<file path="src/hw/rtl/fhe_pkg.sv">
`timescale 1ns / 1ps

package fhe_pkg;

  // strip geometry
  localparam int NUM_CELLS = 122;
  localparam int CELL_W    = $clog2(NUM_CELLS);

  // register widths and reset values
  localparam int FH_W      = 12;
  localparam int RATE_W    = 8;
  localparam int INT_W     = 9;
  localparam int FH_MAX    = 4095;
  localparam int FH_RST    = 50;
  localparam int ADDR_W    = 4;
  localparam int DATA_W    = 32;

  // register indexes, byte address is index times four
  localparam logic [1:0] REG_FLAME_HEIGHT = 2'd0;
  localparam logic [1:0] REG_SPARK_RATE   = 2'd1;
  localparam logic [1:0] REG_INTENSITY    = 2'd2;

  localparam logic [FH_W-1:0]   FH_RST_VAL   = FH_W'(FH_RST);
  localparam logic [RATE_W-1:0] RATE_RST_VAL = 8'd100;
  localparam logic [INT_W-1:0]  INT_RST_VAL  = 9'd256;

  // cooling span minus one, flame_height*10/NUM_CELLS + 1
  localparam int SPAN_W = $clog2((FH_MAX * 10) / NUM_CELLS + 2);
  localparam logic [SPAN_W-1:0] SPAN_M1_RST = SPAN_W'((FH_RST * 10) / NUM_CELLS + 1);

  // reciprocal for the divide by NUM_CELLS, exact for 16-bit dividends
  localparam int    SPAN_X_W   = 16;
  localparam int    SPAN_SH    = SPAN_X_W + 1 + CELL_W;
  localparam int    SPAN_MUL_W = SPAN_SH - CELL_W + 1;
  localparam longint SPAN_MUL  =
    ((longint'(1) <<< SPAN_SH) + longint'(NUM_CELLS) - 1) / longint'(NUM_CELLS);

  typedef struct packed {
    logic [SPAN_W-1:0] span_m1;
    logic [RATE_W-1:0] spark_rate;
    logic [INT_W-1:0]  intensity;
  } cfg_t;

  typedef struct packed {
    logic [7:0] heat;
    logic [6:0] cell_res;
    logic       frame_end;
  } heat_word_t;

endpackage

</file>
<file path="src/hw/rtl/fhe_cfg.sv">
`timescale 1ns / 1ps

module fhe_cfg import fhe_pkg::*; (
  input  logic              clk_i,
  input  logic              rst_ni,
  input  logic              psel_i,
  input  logic              penable_i,
  input  logic              pwrite_i,
  input  logic [ADDR_W-1:0] paddr_i,
  input  logic [DATA_W-1:0] pwdata_i,
  output logic [DATA_W-1:0] prdata_o,
  output logic              pready_o,
  output cfg_t              cfg_o
);

  localparam int         PROD_W           = SPAN_X_W + SPAN_MUL_W;

  logic [FH_W-1:0]     fh_q;
  logic [RATE_W-1:0]   rate_q;
  logic [INT_W-1:0]    int_q;
  logic [SPAN_W-1:0]   span_m1_q;
  logic [SPAN_W-1:0]   span_m1_d;
  logic [SPAN_X_W-1:0] fh_x10;
  logic [PROD_W-1:0]   span_prod;
  logic [1:0]          reg_idx;
  logic                wr_en;

  assign reg_idx  = paddr_i[3:2];
  assign wr_en    = psel_i & penable_i & pwrite_i;
  assign pready_o = 1'b1;

  // span is worked out once per write so the item path sees a plain register
  assign fh_x10    = SPAN_X_W'(pwdata_i[FH_W-1:0]) * SPAN_X_W'(10);
  assign span_prod = PROD_W'(fh_x10) * PROD_W'(SPAN_MUL);
  assign span_m1_d = SPAN_W'(span_prod >> SPAN_SH) + SPAN_W'(1);

  always_ff @(posedge clk_i or negedge rst_ni) begin
    if (!rst_ni) begin
      fh_q      <= FH_RST_VAL;
      rate_q    <= RATE_RST_VAL;
      int_q     <= INT_RST_VAL;
      span_m1_q <= SPAN_M1_RST;
    end else if (wr_en) begin
      case (reg_idx)
        REG_FLAME_HEIGHT: begin
          fh_q      <= pwdata_i[FH_W-1:0];
          span_m1_q <= span_m1_d;
        end
        REG_SPARK_RATE: rate_q <= pwdata_i[RATE_W-1:0];
        REG_INTENSITY:  int_q  <= pwdata_i[INT_W-1:0];
        default: ;
      endcase
    end
  end

  always_comb begin
    case (reg_idx)
      REG_FLAME_HEIGHT: prdata_o = DATA_W'(fh_q);
      REG_SPARK_RATE:   prdata_o = DATA_W'(rate_q);
      REG_INTENSITY:    prdata_o = DATA_W'(int_q);
      default:          prdata_o = '0;
    endcase
  end

  assign cfg_o.span_m1    = span_m1_q;
  assign cfg_o.spark_rate = rate_q;
  assign cfg_o.intensity  = int_q;

endmodule

</file>
<file path="src/hw/rtl/fhe_heat.sv">
`timescale 1ns / 1ps

module fhe_heat import fhe_pkg::*; (
  input  logic       clk_i,
  input  logic       rst_ni,
  input  logic       in_valid_i,
  output logic       in_stall_o,
  input  logic [7:0] cool_amount_i,
  input  logic [7:0] spark_roll_i,
  input  logic [2:0] spark_cell_i,
  input  logic [7:0] spark_heat_i,
  input  cfg_t       cfg_i,
  output logic       hw_valid_o,
  input  logic       hw_stall_i,
  output heat_word_t hw_o
);

  localparam int DIV3_MUL = 683;
  localparam int DIV3_SH  = 11;

  // heat store, one byte per cell, plus a written flag per cell
  logic [7:0]           heat_mem [NUM_CELLS];
  logic [NUM_CELLS-1:0] written_q;

  logic [CELL_W-1:0] k_q;

  // fetch stage
  logic              a_valid_q;
  logic [7:0]        a_cool_q;
  logic [7:0]        a_roll_q;
  logic [2:0]        a_cell_q;
  logic [7:0]        a_sheat_q;
  logic [CELL_W-1:0] a_k_q;
  logic [7:0]        a_heat_q;
  logic              a_hit_q;

  // state carried from cell to cell
  logic [7:0] c1_q;
  logic [7:0] c2_q;
  logic       armed_q;
  logic [2:0] target_q;
  logic [7:0] add_q;

  logic       b_valid_q;
  heat_word_t b_word_q;

  logic       b_rdy;
  logic       a_rdy;
  logic       a_adv;
  logic       in_acc;
  logic       is_first;
  logic [7:0] h;
  logic [7:0] cd;
  logic [7:0] cooled;
  logic [9:0] sum;
  logic [19:0] prod3;
  logic [7:0] div3;
  logic [7:0] base;
  logic       armed;
  logic [2:0] target;
  logic [7:0] add;
  logic [7:0] fresh;

  assign b_rdy      = !b_valid_q || !hw_stall_i;
  assign a_rdy      = !a_valid_q || b_rdy;
  assign a_adv      = a_valid_q && b_rdy;
  assign in_acc     = in_valid_i && a_rdy;
  assign in_stall_o = !a_rdy;

  always_ff @(posedge clk_i or negedge rst_ni) begin
    if (!rst_ni) begin
      k_q       <= '0;
      a_valid_q <= 1'b0;
    end else begin
      if (a_rdy) a_valid_q <= in_valid_i;
      if (in_acc) k_q <= (k_q == CELL_W'(NUM_CELLS - 1)) ? '0 : k_q + CELL_W'(1);
    end
  end

  always_ff @(posedge clk_i) begin
    if (in_acc) begin
      a_cool_q  <= cool_amount_i;
      a_roll_q  <= spark_roll_i;
      a_cell_q  <= spark_cell_i;
      a_sheat_q <= spark_heat_i;
      a_k_q     <= k_q;
      a_heat_q  <= heat_mem[k_q];
      a_hit_q   <= written_q[k_q];
    end
    if (a_adv) heat_mem[a_k_q] <= fresh;
  end

  always_ff @(posedge clk_i or negedge rst_ni) begin
    if (!rst_ni) written_q <= '0;
    else if (a_adv) written_q[a_k_q] <= 1'b1;
  end

  assign is_first = (a_k_q == '0);
  assign h        = a_hit_q ? a_heat_q : 8'd0;
  assign cd       = (16'(a_cool_q) > 16'(cfg_i.span_m1)) ? 8'(cfg_i.span_m1) : a_cool_q;
  assign cooled   = (h > cd) ? h - cd : 8'd0;

  // (c1 + 2*c2) / 3 through a reciprocal, exact below 2048
  assign sum   = 10'(c1_q) + {1'b0, c2_q, 1'b0};
  assign prod3 = 20'(sum) * 20'(DIV3_MUL);
  assign div3  = prod3[DIV3_SH +: 8];
  assign base  = (a_k_q <= CELL_W'(1)) ? cooled : div3;

  // spark settings are taken from the first cell of the frame
  assign armed  = is_first ? (a_roll_q < cfg_i.spark_rate) : armed_q;
  assign target = is_first ? ((a_cell_q == 3'd7) ? 3'd6 : a_cell_q) : target_q;
  assign add    = is_first ? a_sheat_q : add_q;
  assign fresh  = (armed && (a_k_q == CELL_W'(target))) ? base + add : base;

  always_ff @(posedge clk_i or negedge rst_ni) begin
    if (!rst_ni) begin
      c1_q      <= '0;
      c2_q      <= '0;
      armed_q   <= 1'b0;
      target_q  <= '0;
      add_q     <= '0;
      b_valid_q <= 1'b0;
    end else begin
      if (b_rdy) b_valid_q <= a_valid_q;
      if (a_adv) begin
        c2_q <= c1_q;
        c1_q <= cooled;
        if (is_first) begin
          armed_q  <= armed;
          target_q <= target;
          add_q    <= add;
        end
      end
    end
  end

  always_ff @(posedge clk_i) begin
    if (a_adv) begin
      b_word_q.heat      <= fresh;
      b_word_q.cell_res  <= 7'(a_k_q);
      b_word_q.frame_end <= (a_k_q == CELL_W'(NUM_CELLS - 1));
    end
  end

  assign hw_valid_o = b_valid_q;
  assign hw_o       = b_word_q;

endmodule

</file>
<file path="src/hw/rtl/fhe_colour.sv">
`timescale 1ns / 1ps

module fhe_colour import fhe_pkg::*; (
  input  logic       clk_i,
  input  logic       rst_ni,
  input  logic       hw_valid_i,
  output logic       hw_stall_o,
  input  heat_word_t hw_i,
  input  cfg_t       cfg_i,
  output logic       out_valid_o,
  input  logic       out_stall_i,
  output logic [7:0] red_o,
  output logic [7:0] green_o,
  output logic [7:0] blue_o,
  output logic [6:0] cell_res_o,
  output logic       frame_end_o
);

  localparam int REC255_MUL = 65794;
  localparam int REC255_SH  = 24;

  // round(h*191/255), reciprocal exact for dividends below 66052
  function automatic logic [7:0] heat_level(logic [7:0] hv);
    logic [15:0] num;
    logic [32:0] prod;
    num  = 16'(hv) * 16'd191 + 16'd127;
    prod = 33'(num) * 33'(REC255_MUL);
    return prod[REC255_SH +: 8];
  endfunction

  function automatic logic [7:0] scale(logic [7:0] v, logic [INT_W-1:0] k);
    logic [16:0] p;
    p = 17'(v) * 17'(k);
    return p[16] ? 8'hFF : p[15:8];
  endfunction

  logic       c_valid_q;
  logic [7:0] c_r_q;
  logic [7:0] c_g_q;
  logic [7:0] c_b_q;
  logic [6:0] c_cell_q;
  logic       c_end_q;

  logic       out_valid_q;
  logic [7:0] red_q;
  logic [7:0] green_q;
  logic [7:0] blue_q;
  logic [6:0] cell_q;
  logic       end_q;

  logic       d_rdy;
  logic       c_rdy;
  logic [7:0] t;
  logic [7:0] ramp;
  logic [7:0] r_d;
  logic [7:0] g_d;
  logic [7:0] b_d;

  assign d_rdy      = !out_valid_q || !out_stall_i;
  assign c_rdy      = !c_valid_q || d_rdy;
  assign hw_stall_o = !c_rdy;

  assign t    = heat_level(hw_i.heat);
  assign ramp = {t[5:0], 2'b00};

  // three heat bands: hottest, middle, coolest
  always_comb begin
    if (t > 8'h80) begin
      r_d = 8'hFF;
      g_d = 8'hFF;
      b_d = ramp;
    end else if (t > 8'h40) begin
      r_d = ramp;
      g_d = 8'hFF;
      b_d = 8'h00;
    end else begin
      r_d = 8'h00;
      g_d = ramp;
      b_d = 8'h00;
    end
  end

  always_ff @(posedge clk_i or negedge rst_ni) begin
    if (!rst_ni) begin
      c_valid_q   <= 1'b0;
      out_valid_q <= 1'b0;
    end else begin
      if (c_rdy) c_valid_q <= hw_valid_i;
      if (d_rdy) out_valid_q <= c_valid_q;
    end
  end

  always_ff @(posedge clk_i) begin
    if (hw_valid_i && c_rdy) begin
      c_r_q    <= r_d;
      c_g_q    <= g_d;
      c_b_q    <= b_d;
      c_cell_q <= hw_i.cell_res;
      c_end_q  <= hw_i.frame_end;
    end
    if (c_valid_q && d_rdy) begin
      red_q   <= scale(c_r_q, cfg_i.intensity);
      green_q <= scale(c_g_q, cfg_i.intensity);
      blue_q  <= scale(c_b_q, cfg_i.intensity);
      cell_q  <= c_cell_q;
      end_q   <= c_end_q;
    end
  end

  assign out_valid_o = out_valid_q;
  assign red_o       = red_q;
  assign green_o     = green_q;
  assign blue_o      = blue_q;
  assign cell_res_o  = cell_q;
  assign frame_end_o = end_q;

endmodule

</file>
<file path="src/hw/rtl/led_fire_heat_effect.sv">
`timescale 1ns / 1ps
// path: an accepted word passes the fetch, heat word, colour and output registers
// throughput: one word per cycle unless stalled, set by the single read and single
//   write per cycle on the heat store (read on accept, written back one stage later)
// reset: asynchronous, clears control state and the per-cell written flags at once,
//   so the heat store reads as zero with no clearing pass; registers return to defaults

module led_fire_heat_effect import fhe_pkg::*; (
  input  logic              clk_i,
  input  logic              rst_ni,
  input  logic              psel,
  input  logic              penable,
  input  logic              pwrite,
  input  logic [ADDR_W-1:0] paddr,
  input  logic [DATA_W-1:0] pwdata,
  output logic [DATA_W-1:0] prdata,
  output logic              pready,
  input  logic              in_valid_i,
  output logic              in_stall_o,
  input  logic [7:0]        cool_amount_i,
  input  logic [7:0]        spark_roll_i,
  input  logic [2:0]        spark_cell_i,
  input  logic [7:0]        spark_heat_i,
  output logic              out_valid_o,
  input  logic              out_stall_i,
  output logic [7:0]        red_o,
  output logic [7:0]        green_o,
  output logic [7:0]        blue_o,
  output logic [6:0]        cell_res_o,
  output logic              frame_end_o
);

  cfg_t       cfg;
  heat_word_t hw;
  logic       hw_valid;
  logic       hw_stall;

  fhe_cfg u_cfg (
    .clk_i     (clk_i),
    .rst_ni    (rst_ni),
    .psel_i    (psel),
    .penable_i (penable),
    .pwrite_i  (pwrite),
    .paddr_i   (paddr),
    .pwdata_i  (pwdata),
    .prdata_o  (prdata),
    .pready_o  (pready),
    .cfg_o     (cfg)
  );

  fhe_heat u_heat (
    .clk_i         (clk_i),
    .rst_ni        (rst_ni),
    .in_valid_i    (in_valid_i),
    .in_stall_o    (in_stall_o),
    .cool_amount_i (cool_amount_i),
    .spark_roll_i  (spark_roll_i),
    .spark_cell_i  (spark_cell_i),
    .spark_heat_i  (spark_heat_i),
    .cfg_i         (cfg),
    .hw_valid_o    (hw_valid),
    .hw_stall_i    (hw_stall),
    .hw_o          (hw)
  );

  fhe_colour u_colour (
    .clk_i       (clk_i),
    .rst_ni      (rst_ni),
    .hw_valid_i  (hw_valid),
    .hw_stall_o  (hw_stall),
    .hw_i        (hw),
    .cfg_i       (cfg),
    .out_valid_o (out_valid_o),
    .out_stall_i (out_stall_i),
    .red_o       (red_o),
    .green_o     (green_o),
    .blue_o      (blue_o),
    .cell_res_o  (cell_res_o),
    .frame_end_o (frame_end_o)
  );

endmodule
</file>
<file path="config.mk">
export PLATFORM = sky130hd
export DESIGN_NAME = led_fire_heat_effect
export DESIGN_NICKNAME = d
export VERILOG_FILES = /design/src/hw/rtl/fhe_pkg.sv /design/src/hw/rtl/fhe_cfg.sv /design/src/hw/rtl/fhe_heat.sv /design/src/hw/rtl/fhe_colour.sv /design/src/hw/rtl/led_fire_heat_effect.sv
export SDC_FILE = /design/constraint.sdc
export NUM_CORES = 2
export LEC_CHECK = 0
export ABC_CLOCK_PERIOD_IN_PS = 19900
export BUFFER_PORTS_ARGS = -buffer_cell sky130_fd_sc_hd__buf_2
export CAP_MARGIN = 10
export CORE_MARGIN = 1.5
export CORE_UTILIZATION = 35
export DETAILED_ROUTE_END_ITERATION = 10
export GPL_TIMING_DRIVEN = 1
export PLACE_DENSITY = 0.57
export SLEW_MARGIN = 20
export SYNTH_ARGS = -nofsm -noshare
export SYNTH_HDL_FRONTEND = slang
export SYNTH_SLANG_ARGS = --single-unit
</file>
<file path="constraint.sdc">
create_clock -name clk_i -period 19.9 [get_ports clk_i]
set_input_delay 1.99 -clock clk_i [delete_from_list [all_inputs] [get_ports clk_i]]
set_output_delay 1.99 -clock clk_i [all_outputs]
set_load 0.01 [all_outputs]
</file>
# Word level (Yosys, flattened, before mapping)
# Memory sizes are Yosys's and may differ from the RTL's. A register that Yosys moved wholly into a read port is not among the register bits.
# Index checks and enable logic that the tools add are counted.
dict set report word_totals {
  output_inout_bits 67
  elab_cells 111
  reg_bits 314
  ramBits 976
  in_bits 70
  memories 1
  rom_bits 0
  latchBits 0
}
dict set report classes {
  n_div 0
  n_mul 8
  bitwise 3
  n_addsub 6
  n_shift 0
  n_reduce_logical 23
  magnitude_cmp 9
  muxes 19
  eq_ne 6
}
# memory depth word_bits rd rd_ports_with_merged_regs write_ports line
set mem_list {}
lappend mem_list {u_heat.heat_mem 122 8 1 1 1 fhe_heat.sv:22} ;# logic [7:0] heat_mem [NUM_CELLS];
# cell n
set ops {}
lappend ops {{bitwise OR 122 bit} 1}
lappend ops {{two-way mux 8 bit} 7}
lappend ops {{multiplier 8 x 9 -> 17 bit} 3}
lappend ops {{case mux 12 bit (3 select lines)} 1}
lappend ops {{multiplier 15 x 18 -> 32 bit, second input constant} 1}
lappend ops {{multiplier 16 x 16 -> 31 bit, second input constant} 1}
lappend ops {{multiplier 10 x 10 -> 19 bit, second input constant} 1}
lappend ops {{adder 16 x 7 -> 16 bit, second input constant} 1}
lappend ops {{< comparator 7 x 8 -> 1 bit, second input constant} 2}
lappend ops {{multiplier 8 x 8 -> 16 bit, second input constant} 1}
lappend ops {{multiplier 12 x 3 -> 15 bit, second input constant} 1}
lappend ops {{== test 7 bit, second input constant} 2}
lappend ops {{adder 8 x 9 -> 10 bit} 1}
lappend ops {{adder 9 x 1 -> 9 bit, second input constant} 1}
lappend ops {{> comparator 8 x 9 -> 1 bit} 1}
lappend ops {{adder 8 bit} 1}
lappend ops {{> comparator 8 x 7 -> 1 bit, second input constant} 1}
lappend ops {{> comparator 8 bit} 1}
lappend ops {{> comparator 8 bit, second input constant} 1}
lappend ops {{< comparator 8 bit} 1}
lappend ops {{AND reduction 2 bit} 4}
lappend ops {{subtractor 8 bit} 1}
lappend ops {{adder 7 x 1 -> 7 bit, second input constant} 1}
lappend ops {{binary-select mux 1 bit (select 7 bit)} 1}
lappend ops {{other kinds (18)} 37}

# Longest topological paths before layout
dict set report depth {
  word_depth 7
  depth_mapped 36
  ltp_nobuf 36
}

# Cells and area by module
# Synthesis repeated with hierarchy kept, for this count alone.
dict set report unflattened {
  cells_unflattened 4381
  area_unflattened_um2 67009.3
}
# mod area_each_um2 seq_area_each_um2 cells_per_inst n_inst
set modules_own_cells {}
lappend modules_own_cells {fhe_heat 49082.1 35058.6 2522 1}
lappend modules_own_cells {fhe_colour 10908.0 1851.8 1125 1}
lappend modules_own_cells {fhe_cfg 7019.2 962.2 734 1}

# Worst setup path before layout
# No wires, ideal clock.
dict set report synth_timing {
  kind {register -> register}
  startpoint {register u_heat.c2_q[0]}
  endpoint {memory u_heat.heat_mem[0][7], data pin}
  period_less_slack_ns 11.038
  path_stages_with_launch 31
  setup_time_ns 0.903
  n_path_buf 0
  setup_slack_ns 8.862
  t_arrival_ns 10.135
  t_required_ns 18.997
  cell_sequence {dfrtp_1 ha_1 fa_1 a21o_1 a21oi_1 o21bai_1 a21oi_1 xnor2_1 ha_1 ha_1 fa_1 inv_1 fa_1 inv_1 fa_1 ha_1 a21oi_1 o22a_1 nand2_1 o221a_2 a21oi_1 o21bai_1 xor2_1 mux2_2 ha_1 nor2b_1 o21ai_0 nand2b_1 xnor2_1 nand2_1 xnor2_1}
}
dict set report synth_between {
  elab_chain_len 5
}
# item line
set synth_rtl {}
lappend synth_rtl {{start: declaration} fhe_heat.sv:39} ;# logic [7:0] c2_q;
lappend synth_rtl {{start signal: assignment} fhe_heat.sv:126} ;# c2_q <= c1_q;
lappend synth_rtl {{adder 8 x 9 -> 10 bit (*)} fhe_heat.sv:104} ;# assign sum = 10'(c1_q) + {1'b0, c2_q, 1'b0};
lappend synth_rtl {{multiplier 10 x 10 -> 19 bit (*)} fhe_heat.sv:105} ;# assign prod3 = 20'(sum) * 20'(DIV3_MUL);
lappend synth_rtl {{two-way mux 8 bit (*)} fhe_heat.sv:107} ;# assign base = (a_k_q <= CELL_W'(1)) ? cooled : div3;
lappend synth_rtl {{adder 8 bit} fhe_heat.sv:113} ;# assign fresh = (armed && (a_k_q == CELL_W'(target))) ? base + add : base;
lappend synth_rtl {{two-way mux 8 bit (*)} fhe_heat.sv:113}
lappend synth_rtl {{net u_heat.fresh[7]} fhe_heat.sv:62} ;# logic [7:0] fresh;
lappend synth_rtl {{end: declaration} fhe_heat.sv:22}
# Mark *: on every way through the listed nets, which the timed path passes. The rest lies on a longest branch.

# Worst setup path in the final report
dict set report layout_timing {
  startpoint {input pwdata[1]}
  endpoint {register u_cfg.span_m1_q[8]}
}
dict set report layout_between {
  elab_chain_len 3
}
# item line
set layout_rtl {}
lappend layout_rtl {{start: declaration} led_fire_heat_effect.sv:15} ;# input logic [DATA_W-1:0] pwdata,
lappend layout_rtl {{multiplier 12 x 3 -> 15 bit} fhe_cfg.sv:33} ;# assign fh_x10 = SPAN_X_W'(pwdata_i[FH_W-1:0]) * SPAN_X_W'(10);
lappend layout_rtl {{multiplier 15 x 18 -> 32 bit} fhe_cfg.sv:34} ;# assign span_prod = PROD_W'(fh_x10) * PROD_W'(SPAN_MUL);
lappend layout_rtl {{adder 9 x 1 -> 9 bit} fhe_cfg.sv:35} ;# assign span_m1_d = SPAN_W'(span_prod >> SPAN_SH) + SPAN_W'(1);
lappend layout_rtl {{end signal: assignment} fhe_cfg.sv:47} ;# span_m1_q <= span_m1_d;
lappend layout_rtl {{end: declaration} fhe_cfg.sv:21} ;# logic [SPAN_W-1:0] span_m1_q;
# Every way passes these cells.
# A chain may end at the register's enable or synchronous reset.

==> summary.md <==
| Metric | Value |
|---|---|
| Final setup fails | `0` |
| Worst Skew | `0.0603 ns` |
| Asr flop ratio synth | `15.4%` |
| Area leader, netlist | `edfxtp_1` |
| Endpoints failing hold | `0` |
| Nets | `5,133` |
| RSZ-0062 raised after global routing | `false` |
| Global-route wire length before repair | `228,000 µm` |
| Slew Viols, Final | `0` |
| Routed WL per cell | `21.2 µm` |
| Sequential fraction of the synthesis area | `57.1%` |
| Synth top cells by count | `1,095 x edfxtp_1, 450 x ha_1, 403 x inv_1` |
| Synthesis warning total | `0` |
| Share of cells above drive strength 1 | `20.7%` |
| Max Cap Viol | `0` |
| DP HPWL | `97,400 µm` |
| Die Y | `438 µm` |
| Crit path capture type | `register` |
| Initial antenna violation count | `7` |
| Largest net degree at the start of global routing | `131` |
| # port buffers | `93` |
| CP arrival | `11.39 ns` |
| CTS Buf Count | `137` |
| CTS root buffer | `clkbuf_16` |
| Worst path slowest cell | `fa_1` |
| Setup TNS | `0 ns` |
| Max Freq | `93.4 MHz` |
| # resized after CTS | `0` |
| Post-synth top area share | `49.5%` |
| Total Die Area | `0.192 mm²` |
| IO Pins | `137` |
| Hold WC Path Type | `register to register` |
| Synth Flop Type | `edfxtp_1` |
| CP Class | `input pin to register` |
| Seq cells post-synth | `1,294` |
| Fillcell total | `17,100` |
| Max_slew headroom | `22.4%` |
| GPL Wtd Cong | `0.804` |
| CP required | `20.58 ns` |
| # rows | `159` |
| Sink Count | `1,294` |
| Worst-path clk slew | `0.06 ns` |
| H-tree Lvls | `4` |
| CP max stage delay | `0.57 ns` |
| Via density | `5.02` |
| Routed vias | `35,100` |
| Starting DRT DRC Count | `2,348` |
| Total GRT Usage | `15.6%` |
| Initial Utilization | `35.3%` |
| Core box area | `0.188 mm²` |
| Worst-Margin Slew | `1.16 ns` |
| Clock tree buffer depth | `3` |
| Postcts setup bufs | `0` |
| CP Launch Type | `input pin` |
| Fin crit period | `10.71 ns` |
| Post-synthesis instance area | `0.0664 mm²` |
| Cell with the most instances after synthesis | `edfxtp_1` |
| DR pass1 iterations | `5` |
| Netlist cell types | `93` |
| Fin crit share | `53.8%` |
| CP top delay family | `adder cells` |
| Vias in the first global route | `36,500` |
| Status | `complete, no violations` |
| CTS tree | `yes` |
| EDFF count, synth | `1,095` |
| CP bufs+invs | `6` |
| Final ANT Viol Nets | `0` |
| Clock latency on the worst-skew pair | `0.79 ns` |
| Drt drc | `0` |
| Congestion Overflow GR | `0` |
| Maximum fanout along the worst path | `9` |
| Crit path top cell by count | `fa_1` |
| CTS hold repair buffers | `0` |
| Diodes inserted | `0` |
| Die extent in x | `438 µm` |
| Routed WL | `148,000 µm` |
| Cells after Synth | `4,240` |
| Synth-to-layout area growth | `12.3%` |
| Synth top area cells | `edfxtp_1 50%, mux4_2 12%, ha_1 8.5%` |
| Post-Syn Area per Cell | `15.7 µm²` |
==> kinds of logic (layout without fill, tap and decap cells) <==
family	count (synthesis)	after routing	synth area share [%]
AOI/OAI and AO/OA	318	318	3.25
muxes	438	438	13.3
and+or+nand+nor	841	841	6.21
other	2	21	0.0113
DFF	1294	1294	57.1
buffers and inverters	570	808	3.41
adders and majority gates	680	680	15.4
xor gates and xnor gates	97	97	1.32
==> cell usage in the layout (no fill, tap or decap), types with 20 or more instances in the layout <==
cell type,netlist,layout
edfxtp_1,1095,1095
ha_1,450,450
inv_1,403,402
mux4_2,351,351
nand2_1,264,264
fa_1,230,230
nor2_1,192,191
dfrtp_1,190,186
clkbuf_16,0,137
or2_2,127,127
and2_1,94,94
buf_2,6,92
a21oi_1,66,66
o21ai_0,65,64
xnor2_1,61,60
buf_4,21,54
mux2_2,48,41
mux2i_1,38,38
a21o_1,35,35
nand3_1,35,35
xor2_1,34,34
clkbuf_1,108,30
nor2b_1,27,26
nor3_1,24,24
clkinv_2,0,23
conb_1,2,21
a211oi_1,20,20
==> worst paths after layout <==
check	slack (ns)	cells after the start	to	start
max in group asynchronous	17.16	2	u_heat.k_q[2]$_DFFE_PN0P_	rst_ni
hold reg to reg	0.42	0	u_colour.c_cell_q[1]$_DFFE_PP_	u_heat.hw_o[2]$_DFFE_PP_
setup reg to reg	10.62	33	u_heat.heat_mem[111][7]$_DFFE_PP_	u_heat.c1_q[1]$_DFFE_PN0P_
hold / removal	0.42	0	u_colour.c_cell_q[1]$_DFFE_PP_	u_heat.hw_o[2]$_DFFE_PP_
min in group asynchronous	1.26	1	u_heat.written_q[50]$_DFFE_PN0P_	rst_ni
setup / recovery	9.19	37	u_cfg.span_m1_q[8]$_DFFE_PN0P_	pwdata[1]
==> metal layers <==
metal | vias up | GRT usage (%) | wire length (µm)
met2 | 763 | 25.2 | 71000
met5 | - | 0 | 0
li1 | 15900 | - | -
met1 | 18200 | 21.9 | 67000
met3 | 179 | 2.81 | 7520
met4 | 0 | 3.62 | 2700
==> stage by stage <==
stage | setup WS, ns | std cells | hold WS, ns | area [µm²] | util, %
floorplan | 8.86 | 4259 | 0.400 | 66400 | -
global placement | 8.43 | 6739 | 0.404 | 69900 | 37.2
detailed placement | 8.48 | 6739 | 0.405 | 69900 | 37.2
CTS | 9.23 | 6992 | 0.418 | 74500 | 39.6
global route | 8.57 | 6992 | 0.423 | 74500 | 39.6
finish | 9.19 | 6992 | 0.416 | 74500 | 39.6
==> sequential cells by signal, summed over array words and instances (netlist names), 9 cells and up <==
register	count
u_cfg.span_m1_q	9
u_heat.heat_mem	976
u_heat.hw_o	16
u_cfg.int_q	9
u_heat.written_q	122
u_cfg.fh_q	12
==> area by class of cell <==
type / instances / area (µm²) / share of cell area, %
clock buffers: 181 / 3730 / 5.01
well taps: 2495 / 3120 / 4.19
repair buffers: 151 / 961 / 1.29
multi-input cells: 2395 / 26400 / 35.4
clock inverters: 72 / 901 / 1.21
inverters: 404 / 1530 / 2.05
flip-flops and latches: 1294 / 37900 / 50.9
Power is left out: the tool's default activity adds up to more than one toggle a clock period on the data nets, which glitch-free logic cannot reach.
